File: config.mk
export PLATFORM = sky130hd
export DESIGN_NAME = ipcc_queue
export DESIGN_NICKNAME = d
export VERILOG_FILES = /design/src/hdl/ipcc_pkg.sv /design/src/hdl/ipcc_queue.sv
export SDC_FILE = /design/constraint.sdc
export NUM_CORES = 1
export LEC_CHECK = 0
export ABC_AREA = 1
export BUFFER_PORTS_ARGS = -buffer_cell sky130_fd_sc_hd__buf_2
export CORE_MARGIN = 2
export CORE_UTILIZATION = 45
export CTS_CLUSTER_DIAMETER = 120
export DETAILED_ROUTE_END_ITERATION = 10
export PLACE_DENSITY = 0.77
export SLEW_MARGIN = 20
export SYNTH_ARGS = -nofsm -noshare
export SYNTH_HDL_FRONTEND = slang
export SYNTH_SLANG_ARGS = --single-unit
File: constraint.sdc
create_clock -name clk -period 3.4 [get_ports clk]
set_input_delay 0.17 -clock clk [delete_from_list [all_inputs] [get_ports clk]]
set_output_delay 0.17 -clock clk [all_outputs]
set_load 0.01 [all_outputs]
File: src/hdl/ipcc_pkg.sv
// Shared constants, the arctangent lookup and the queue status type for the
// iris polar coordinate check. No dependencies.
package ipcc_pkg;

  localparam int COORD_WIDTH_DEF     = 16;
  localparam int ANGLE_FRAC_BITS_DEF = 13;
  localparam int QUEUE_DEPTH         = 4;
  localparam int CORDIC_STEPS        = 24;
  localparam int ZW                  = 28;
  localparam int QUO_BITS            = 17;
  localparam int PADDR_W             = 3;

  localparam logic signed [ZW-1:0] PI_Q24     = 28'sd52707179;
  localparam logic signed [ZW-1:0] TWO_PI_Q24 = 28'sd105414357;

  localparam logic REG_RTOL = 1'b0;
  localparam logic REG_ATOL = 1'b1;

  localparam logic [14:0] RTOL_RST = 15'd1638;
  localparam logic [15:0] ATOL_RST = 16'd819;

  typedef struct packed {
    logic full;
    logic empty;
  } q_stat_t;

  function automatic logic signed [ZW-1:0] atan_q24(input int i);
    logic signed [ZW-1:0] v;
    case (i)
      0:  v = 28'sd13176795;
      1:  v = 28'sd7778716;
      2:  v = 28'sd4110060;
      3:  v = 28'sd2086331;
      4:  v = 28'sd1047214;
      5:  v = 28'sd524117;
      6:  v = 28'sd262123;
      7:  v = 28'sd131069;
      8:  v = 28'sd65536;
      9:  v = 28'sd32768;
      10: v = 28'sd16384;
      11: v = 28'sd8192;
      12: v = 28'sd4096;
      13: v = 28'sd2048;
      14: v = 28'sd1024;
      15: v = 28'sd512;
      16: v = 28'sd256;
      17: v = 28'sd128;
      18: v = 28'sd64;
      19: v = 28'sd32;
      20: v = 28'sd16;
      21: v = 28'sd8;
      22: v = 28'sd4;
      23: v = 28'sd2;
      default: v = '0;
    endcase
    return v;
  endfunction

endpackage

File: src/hdl/ipcc_queue.sv
// Short queue between the front end and the arithmetic back end.
// Depends on ipcc_pkg.
module ipcc_queue #(
  parameter int W     = 8,
  parameter int DEPTH = 4
) (
  input  logic              clk,
  input  logic              rst_n,
  input  logic              push,
  input  logic [W-1:0]      wdata,
  input  logic              pop,
  output logic [W-1:0]      rdata,
  output ipcc_pkg::q_stat_t stat
);
  import ipcc_pkg::*;

  localparam int AW = $clog2(DEPTH);

  logic [W-1:0]  mem_r [DEPTH];
  logic [AW-1:0] wp_r, wp_nxt, rp_r, rp_nxt;
  logic [AW:0]   cnt_r, cnt_nxt;

  assign stat.full  = (cnt_r == (AW+1)'(DEPTH));
  assign stat.empty = (cnt_r == '0);
  assign rdata      = mem_r[rp_r];

  always_comb begin
    wp_nxt  = push ? wp_r + 1'b1 : wp_r;
    rp_nxt  = pop ? rp_r + 1'b1 : rp_r;
    cnt_nxt = cnt_r;
    if (push && !pop) begin
      cnt_nxt = cnt_r + 1'b1;
    end else if (pop && !push) begin
      cnt_nxt = cnt_r - 1'b1;
    end
  end

  always_ff @(posedge clk) begin
    if (!rst_n) begin
      wp_r  <= '0;
      rp_r  <= '0;
      cnt_r <= '0;
    end else begin
      wp_r  <= wp_nxt;
      rp_r  <= rp_nxt;
      cnt_r <= cnt_nxt;
    end
  end

  always_ff @(posedge clk) begin
    if (push) begin
      mem_r[wp_r] <= wdata;
    end
  end

`ifndef ASSERT_OFF
  a_no_overflow: assert property (@(posedge clk) disable iff (!rst_n)
    !(push && stat.full))
    else $error("queue written while full");
  a_no_underflow: assert property (@(posedge clk) disable iff (!rst_n)
    !(pop && stat.empty))
    else $error("queue read while empty");
  a_count: assert property (@(posedge clk) disable iff (!rst_n)
    cnt_r <= (AW+1)'(DEPTH))
    else $error("queue count out of range");
`endif

endmodule

==> summary.md <==
| Metric | Value |
|---|---|
| WP data required | 3.23 ns |
| Seq/Total Area, Yosys | 69.62% |
| Clock root cell | clkbuf_4 |
| Synth-to-Final Area Change | 13.74% |
| Largest net degree at the start of global routing | 18 |
| Cells resized by post-CTS repair | 0 |
| H-Tree Depth | 2 |
| Syn_area_per_cell | about 12 sq um |
| Pwr Density | about 550 nW/um^2 |
| Unique masters post-synth | 18 |
| Nets | between 150 and 200 |
| Max VDD drop | 0.0002816 V |
| Wire per inst | approximately 13 um |
| CTS tree | built |
| Final period utilization | a little under three fifths |
| Power share of the sequential group | 57.4% |
| Setup crit end kind | output pin |
| Rel. slew slack | 64.40% |
| Pleak | 0.7464 nW |
| Ant diodes | 0 |
| Hold Violations, Final | 0 |
| #FFs+latches synth | slightly above 40 |
| Post-CTS Repair Setup Buffers | 0 |
| Gr usage total | 14.73% |
| Arr. time, crit path | between 1.5 and 2 ns |
| Max Freq | ~520 MHz |
| RSZ-0062 raised after global routing | false |
| CTS Buf Count | 5 |
| Clock latency on the worst-skew pair | around 0.35 ns |
| Final WS setup | about 1.5 ns |
| Layout Utilization | 54.58% |
| Clk slew on worst S/H paths | about 0.12 ns |
| Clk buf depth | 2 |
| Clk sinks | between 40 and 50 |
| Full die area | between 4000 and 5000 sq um |
| Die Ht | between 60 and 70 um |
| Syn Inst Count | 134 |
| HPWL after DPL | ~1800 um |
| Setup CP Type | reg2out |
| Final Critical Period | 1.920 ns |
| Residual DRC | 0 |
| Global route overflow | 0 |
| Initial drt markers | 35 |
| Slew Limit Fails | 0 |
| P_sw | 0.2344 mW |
| Total power | roughly 1.0 mW |
| Cts hold-fix bufs | 0 |
| 1st-pass router iterations | 4 |
| Crit-path slowest cell | dfxtp_1 |
| Layout cells sized above 1 | 21.12% |
| Placed Instance Area | about 1800 sq um |
| DP Cell Count | 199 |
| Via density | a little under 5 |
| Switching portion of total power | between 20% and 30% |
| Combinational power share | around a tenth |
| ANT nets after route | 0 |
| Core Footprint | 3416 sq um |
| Syn_nets | about 150 |
| Vias in the first global route | ~970 |
| Int Pwr | just under 0.8 mW |
| Worst-path maximum fanout | 17 |
| Port Buffers | 21 |
| Initial core utilization | between 40% and 50% |
| Final wirelength | 2756 um |
| Placement Setup Slack | between 1.5 and 2 ns |
| Clock skew | 0.004364 ns |
| Reg2Reg Setup Slack | around 2.1 ns |
| M1 wire length | around 1300 um |
| Clock power share | roughly a third |
| FP Rows | 21 |
| Max-cap violations | 0 |
| Global-route wire length before repair | 4464 um |
| RePlAce Congestion | between 0.7 and 0.8 |
| Critical-path cell list | inv_2, o21ai_0, o22ai_1, buf_2 |
| Final instance area | 1864 sq um |
| Critical Path Source Type | register |
| Met3 wire len | between 100 and 150 um |
| Setup TNS | 0 ns |
| Initial antenna violation count | 0 |
| Filler instances | ~310 |
| Highest metal used | met4 |
| Ys Warns | 0 |
| Via count | around 1000 |
| Boundary Pins | 22 |
| Final Non-Filler Cells | about 210 |
| Worst path max stage delay | 0.67 ns |
| DR WL met2 | ~1300 um |
| Worst min-delay path class | in2reg |
| Syn Std Cell Area | ~1600 sq um |
| Hold WS | about 0.024 ns |
| Least-Margin Pin Slew | roughly 0.53 ns |
| Final-report setup violation count | 0 |
| Die X | between 60 and 70 um |
| Outcome | complete, no violations |
[placed cells by master, fill, tap and decap left out]
cell	synthesis	final
inv_1	16	16
clkbuf_4	0	5
dfxtp_1	9	9
bufinv_16	0	1
edfxtp_1	32	32
clkbuf_8	0	1
ha_1	5	5
nand2_1	9	9
o21ai_0	18	18
nand4_1	1	1
inv_2	1	1
fa_1	1	1
nor3_1	2	2
nor2_1	18	18
nand3_1	1	1
o22ai_1	8	8
clkbuf_1	0	1
a21oi_1	4	4
nor2_2	3	3
o21ai_1	2	2
o21ai_2	2	2
buf_2	0	21
[cell type report]
type	count	area [sq um]	share of cell area, %
multi-input combinational	74	411.6	22.08
clock buffer	7	55.05	2.953
inverter	17	63.81	3.423
sequential	41	1141	61.21
tap	46	57.56	3.087
timing repair buffer	21	105.1	5.638
clock inverter	1	30.03	1.611
[kinds of logic (layout without fill, tap and decap cells)]
logic type,Yosys count,count (layout),share of synthesized area (%)
flip-flops,41,41,69.62
buffers and inverters,19,46,5.267
AO/OA/AOI/OAI,34,34,11.45
AND/OR/NAND/NOR,34,34,8.626
adder cells (fa/ha/maj),6,6,5.038
[power by group through the flow]
| stage | clock network, mW | logic [mW] | registers [mW] |
|---|---|---|---|
| 2_1_floorplan | 0 | 0.0729 | 0.589 |
| 3_3_place_gp | 0 | 0.103 | 0.594 |
| 3_5_place_dp | 0 | 0.109 | 0.596 |
| 4_1_cts | 0.333 | 0.109 | 0.584 |
| 5_1_grt | 0.353 | 0.125 | 0.587 |
| 6_report | 0.326 | 0.107 | 0.584 |
[critical path, delay by kind of cell (launching register included)]
| kind | cells | cell delay (ns) |
|---|---|---|
| buf+inv | 2 | 0.41 |
| flops | 1 | 0.67 |
| compound gates | 2 | 0.31 |
[state kept, by name (all words and copies together) (netlist names), named ones only]
| signal | cells |
|---|---|
| cnt_r | 3 |
| mem_r | 32 |
| rp_r | 2 |
| wp_r | 2 |
[synth_stat cells, drive strengths merged]
library cell  number  area [sq um]
ha                 5         62.56
nor2              21         86.33
o22ai              8         50.05
nand2              9         33.78
inv               17         63.81
nand4              1         6.260
o21ai             22         117.6
nand3              1         5.000
nor3               2         10.01
dfxtp              9         180.2
fa                 1         20.02
buf                2         22.52
edfxtp            32         960.9
a21oi              4         20.02
[worst paths after layout]
path,endpoint,depth (start not counted),start
setup / recovery,rdata[7],4,register
hold / removal,mem_r[1][1]$_DFFE_PP_,1,wdata[1]
setup reg to reg,mem_r[0][2]$_DFFE_PP_,4,wp_r[0]$_SDFFE_PN0P_
hold reg to reg,register,1,rp_r[1]$_SDFFE_PN0P_
[metal layers]
metal	GRT usage [%]	vias to the layer above
met2	22.53	31
met4	8.777	0
met3	4.401	7
li1	-	520
met1	18.46	445
met5	0	-
Note: power is estimated with default switching activity, not from simulation.
