===== config.mk =====
export PLATFORM = sky130hd
export DESIGN_NAME = ipcc_front
export DESIGN_NICKNAME = d
export VERILOG_FILES = /design/src/hdl/ipcc_pkg.sv /design/src/hdl/ipcc_front.sv
export SDC_FILE = /design/constraint.sdc
export NUM_CORES = 1
export LEC_CHECK = 0
export BUFFER_PORTS_ARGS = -buffer_cell sky130_fd_sc_hd__buf_2
export CAP_MARGIN = 30
export CORE_AREA = 8 8 147 122
export DETAILED_ROUTE_END_ITERATION = 8
export DIE_AREA = 0 0 155 130
export GPL_ROUTABILITY_DRIVEN = 0
export GPL_TIMING_DRIVEN = 0
export PLACE_DENSITY = 0.83
export SLEW_MARGIN = 10
export SYNTH_ARGS = -nofsm -noshare
export SYNTH_HDL_FRONTEND = slang
export SYNTH_SLANG_ARGS = --single-unit

===== constraint.sdc =====
create_clock -name clk -period 5.04 [get_ports clk]
set_input_delay 0.504 -clock clk [delete_from_list [all_inputs] [get_ports clk]]
set_output_delay 0.504 -clock clk [all_outputs]
set_load 0.05 [all_outputs]

===== src/hdl/ipcc_pkg.sv =====
// Shared constants, the arctangent lookup and the queue status type for the
// iris polar coordinate check. No dependencies.
package ipcc_pkg;

  localparam int COORD_WIDTH_DEF     = 16;
  localparam int ANGLE_FRAC_BITS_DEF = 13;
  localparam int QUEUE_DEPTH         = 4;
  localparam int CORDIC_STEPS        = 24;
  localparam int ZW                  = 28;
  localparam int QUO_BITS            = 17;
  localparam int PADDR_W             = 3;

  localparam logic signed [ZW-1:0] PI_Q24     = 28'sd52707179;
  localparam logic signed [ZW-1:0] TWO_PI_Q24 = 28'sd105414357;

  localparam logic REG_RTOL = 1'b0;
  localparam logic REG_ATOL = 1'b1;

  localparam logic [14:0] RTOL_RST = 15'd1638;
  localparam logic [15:0] ATOL_RST = 16'd819;

  typedef struct packed {
    logic full;
    logic empty;
  } q_stat_t;

  function automatic logic signed [ZW-1:0] atan_q24(input int i);
    logic signed [ZW-1:0] v;
    case (i)
      0:  v = 28'sd13176795;
      1:  v = 28'sd7778716;
      2:  v = 28'sd4110060;
      3:  v = 28'sd2086331;
      4:  v = 28'sd1047214;
      5:  v = 28'sd524117;
      6:  v = 28'sd262123;
      7:  v = 28'sd131069;
      8:  v = 28'sd65536;
      9:  v = 28'sd32768;
      10: v = 28'sd16384;
      11: v = 28'sd8192;
      12: v = 28'sd4096;
      13: v = 28'sd2048;
      14: v = 28'sd1024;
      15: v = 28'sd512;
      16: v = 28'sd256;
      17: v = 28'sd128;
      18: v = 28'sd64;
      19: v = 28'sd32;
      20: v = 28'sd16;
      21: v = 28'sd8;
      22: v = 28'sd4;
      23: v = 28'sd2;
      default: v = '0;
    endcase
    return v;
  endfunction

endpackage


===== src/hdl/ipcc_front.sv =====
// Front end: accepts input requests and forms the center-relative offsets.
// Depends on ipcc_pkg.
module ipcc_front #(
  parameter int CW = 16,
  parameter int IW = 6 * CW + 36
) (
  input  logic                   clk,
  input  logic                   rst_n,
  input  logic                   in_tvalid,
  output logic                   in_tready,
  input  logic [8*CW+31:0]       in_tdata,
  input  ipcc_pkg::q_stat_t      q_stat,
  output logic                   push,
  output logic [IW-1:0]          item
);
  import ipcc_pkg::*;

  logic              fv_r, fv_nxt;
  logic [IW-1:0]     item_r;
  logic [CW-1:0]     px, py, cx, cy, pr, ix, iy, ir;
  logic [CW:0]       dpx, dpy, dix, diy;
  logic              take;

  assign px = in_tdata[0*CW +: CW];
  assign py = in_tdata[1*CW +: CW];
  assign cx = in_tdata[2*CW +: CW];
  assign cy = in_tdata[3*CW +: CW];
  assign pr = in_tdata[4*CW +: CW];
  assign ix = in_tdata[5*CW +: CW];
  assign iy = in_tdata[6*CW +: CW];
  assign ir = in_tdata[7*CW +: CW];

  assign dpx = {1'b0, px} - {1'b0, cx};
  assign dpy = {1'b0, py} - {1'b0, cy};
  assign dix = {1'b0, px} - {1'b0, ix};
  assign diy = {1'b0, py} - {1'b0, iy};

  assign push      = fv_r && !q_stat.full;
  assign in_tready = !fv_r || !q_stat.full;
  assign take      = in_tvalid && in_tready;
  assign item      = item_r;

  always_comb begin
    fv_nxt = fv_r;
    if (take) begin
      fv_nxt = 1'b1;
    end else if (push) begin
      fv_nxt = 1'b0;
    end
  end

  always_ff @(posedge clk) begin
    if (!rst_n) begin
      fv_r <= 1'b0;
    end else begin
      fv_r <= fv_nxt;
    end
  end

  always_ff @(posedge clk) begin
    if (take) begin
      item_r <= {in_tdata[8*CW+31:8*CW], ir, pr, diy, dix, dpy, dpx};
    end
  end

`ifndef ASSERT_OFF
  a_hold: assert property (@(posedge clk) disable iff (!rst_n)
    (fv_r && q_stat.full) |=> (fv_r && $stable(item_r)))
    else $error("front item changed while the queue was full");
  a_no_over: assert property (@(posedge clk) disable iff (!rst_n)
    !(take && fv_r && q_stat.full))
    else $error("front took a request with nowhere to put the held one");
  a_push_ok: assert property (@(posedge clk) disable iff (!rst_n)
    push |-> fv_r)
    else $error("front pushed without a held request");
`endif

endmodule


==> results.yml <==
pwr:
  p_leak_nw: 4.55
  power_frac_seq_pct: 38.0
  switchingPower_w: 0.00124
  p_comb_share_pct: 28.1
  p_int_w: 0.00241
  switching_share_pct: 33.9
  power_frac_clock_pct: 33.9
  power_density_mw_per_mm2: 371
  worst_ir_drop_vdd_mv: 0.248
die:
  die_area_mm2: 0.0202
  die_x_um: 155
  pin_count: 299
  std_cell_rows: 41
  core-area_mm2: 0.0154
  die_h_um: 130
  start_util_pct: 48.0
setup_path:
  endpoint: "item[33]"
  rr_endpoint: "item[37]"
  critical_path_class: "primary input to flop"
  startpoint_type: "primary input"
  crit_path_start: "in_tdata[16]"
  r2r_slack_ps: 3510
  reg2regPathDepth: 3
  critPathRequiredTime_ps: 5190
  crit_fanout: 3
  worstReg2RegStart: "fv_r"
  crit_arrival_ps: 2390
  worstSetupEndpointType: "flop"
clock_tree:
  postCtsHoldBufs: 0
  clock_latency_ps: 410
  cts_buffers: 17
  ctsResizeCount: 0
  cts_root_buffer: "clkbuf_16"
  tritoncts: "done"
  clockBufferDepth: 2
  post_cts_buffers: 0
  numClockSinks: 133
  htree_levels: 4
  clk_pin_slew_ps: 60
place:
  dpl_worst_slack_ps: 2370
  dp_hpwl_um: 17400
  port-buffer-count: 297
sta:
  worst_slew_pin_slew_ps: 475
  setup_ws_ps: 2800
  fin_crit_sh_pct: 44.5
  fin_crit_ps: 2240
  fin_worst_skew_ps: 7.13
  fmax_mhz: 446
  rsz0062_at_grt: "false"
  finalHoldViolCount: 0
  setup_viol: 0
  final_max_slew_viol_count: 0
  relSlewSlack_pct: 68.0
route:
  initialDrtViolationCount: 447
  vias: 6136
  wl_um: 21000
  postRouteAntennaNets: 0
  detail_route.drc_violations: 0
  routed_via_density: 5.19
  drt-pass1-iter-count: 5
  wl_per_cell_um: 17.8
global_route:
  grt_pass1_vias: 5924
  grt_first_pass_wirelength_um: 31600
  grt_antenna_before_repair: 2
  grt_usage_pct: 20.3
  grt_max_degree: 52
  grt_overflow: 0
finish:
  final_nets: 1183
  fill_cells: 1180
  syn_to_final_growth_pct: 32.6
  drive_gt1_share_pct: 36.4
  finish.utilization_pct: 63.7
yosys:
  synth-seq-area-share_pct: 53.7
  synth_ff_type: "edfxtp_1"
  ys_async_sr_fraction_pct: 0
  synth_warnings: 0
  synth_seq_cells: 133
  synth_edf_count: 132
  syn_area_mm2: 0.00742
  syn-num-nets: 865
  ys_types: 62
  postSynthCellCount: 632
  syn_avg_cell_area_um2: 11.7
outcome:
  status: "complete, no violations"
worst_hold_path:
  holdCritPathClass: "primary input to flop"
flow_run:
  maxCapViolCount: 0
metrics by stage:
step	power [W]	hold slack, ps	setup TNS [ps]	cells	area (µm²)
detailed placement	0.00243	545	0	1146	9230
CTS	0.00368	237	0	1178	9820
finish	0.00365	261	0	1182	9830
floorplan	0.00215	487	0	632	7420
global placement	0.00241	508	-50980	1144	9170
global route	0.00380	235	0	1180	9830
worst max-delay path, cell delays in order:
cell,delay [ps]
buf_2,80
inv_1,50
ha_1,220
fa_1,410
nand2b_1,180
a21oi_1,300
o221ai_1,220
a31oi_1,290
a221oi_1,130
layer usage:
| metal | GRT usage, % | vias up | wire length, µm |
|---|---|---|---|
| met5 | 0 | - | 0 |
| met3 | 5.62 | 32 | 1580 |
| li1 | - | 2966 | - |
| met4 | 8.17 | 0 | 456 |
| met1 | 25.7 | 2885 | 9020 |
| met2 | 32.7 | 253 | 9980 |
registers in the layout (all words and copies together), names as in the netlist:
name and cells:
item 132, fv_r 1
final cells by class:
class                   count  area [µm²]  area share [%]
diodes                      4        10.0           0.102
plain buffers               9        45.0           0.458
clock buffers              18         429            4.36
clock inverters            14         166            1.69
inverters                  79         297            3.02
multi-input cells         411        3090            31.5
flip-flops and latches    133        3980            40.5
well taps                 215         269            2.74
repair buffers            299        1540            15.7
cells in the mapped netlist (3+ instances only):
cell type / number / area (µm²)
a211oi_1: 3 / 22.5
a21o_1: 17 / 128
a21oi_1: 54 / 270
a221oi_1: 3 / 26.3
a31oi_1: 5 / 31.3
and4_1: 4 / 35.0
clkbuf_1: 5 / 18.8
edfxtp_1: 132 / 3960
fa_1: 4 / 80.1
ha_1: 64 / 801
inv_1: 79 / 297
mux2i_1: 4 / 40.0
nand2_1: 34 / 128
nand2b_1: 7 / 43.8
nand3_1: 12 / 60.1
nor2_1: 26 / 97.6
nor2b_1: 14 / 87.6
nor3_1: 8 / 40.0
nor3b_1: 3 / 22.5
o2111ai_1: 3 / 26.3
o211ai_1: 3 / 22.5
o21a_1: 8 / 60.1
o21ai_0: 28 / 140
o21bai_1: 4 / 30.0
o221ai_1: 4 / 35.0
o31a_1: 4 / 35.0
or2_2: 3 / 18.8
or3_1: 5 / 31.3
xnor2_1: 29 / 254
xor2_1: 24 / 210
worst min path at each step:
stage | startpoint | end | slack (ps) | cells past startpoint
6_report | in_tdata[151] | item[123] | 260 | 1
5_1_grt | in_tdata[64] | item[68] | 230 | 1
4_1_cts | in_tdata[150] | item[122] | 240 | 1
3_5_place_dp | fv_r | fv_r | 540 | 2
3_3_place_gp | fv_r | fv_r | 510 | 2
2_1_floorplan | fv_r | fv_r | 490 | 2
power groups by stage:
stage | Combinational [W] | Clock, W | Sequential, W
2_1_floorplan | 0.000379 | 0 | 0.00177
3_3_place_gp | 0.000997 | 0 | 0.00142
3_5_place_dp | 0.00102 | 0 | 0.00141
4_1_cts | 0.00102 | 0.00127 | 0.00139
5_1_grt | 0.00109 | 0.00132 | 0.00140
6_report | 0.00102 | 0.00124 | 0.00139
kinds of logic after synthesis:
logic type      after synthesis  share of synthesized area, %
xor+xnor                     53                          6.26
mux                           4                         0.540
buf+inv                      88                          4.61
compound gates              158                          14.2
flops                       133                          53.7
simple gates                128                          8.82
fa+ha+maj                    68                          11.9
layout by cell type, fill, tap and decap left out, drive strengths merged, types with 5 or more instances in the layout:
cell / instances
a21o: 17
clkbuf: 24
inv: 85
o21a: 8
buf: 302
a21oi: 54
nor2: 26
nand2b: 7
a31oi: 5
nor2b: 14
nand2: 35
xnor2: 29
nor3: 8
edfxtp: 132
o21ai: 29
xor2: 24
nand3: 12
or3: 5
ha: 64
Note: power is estimated with default switching activity, not from simulation.
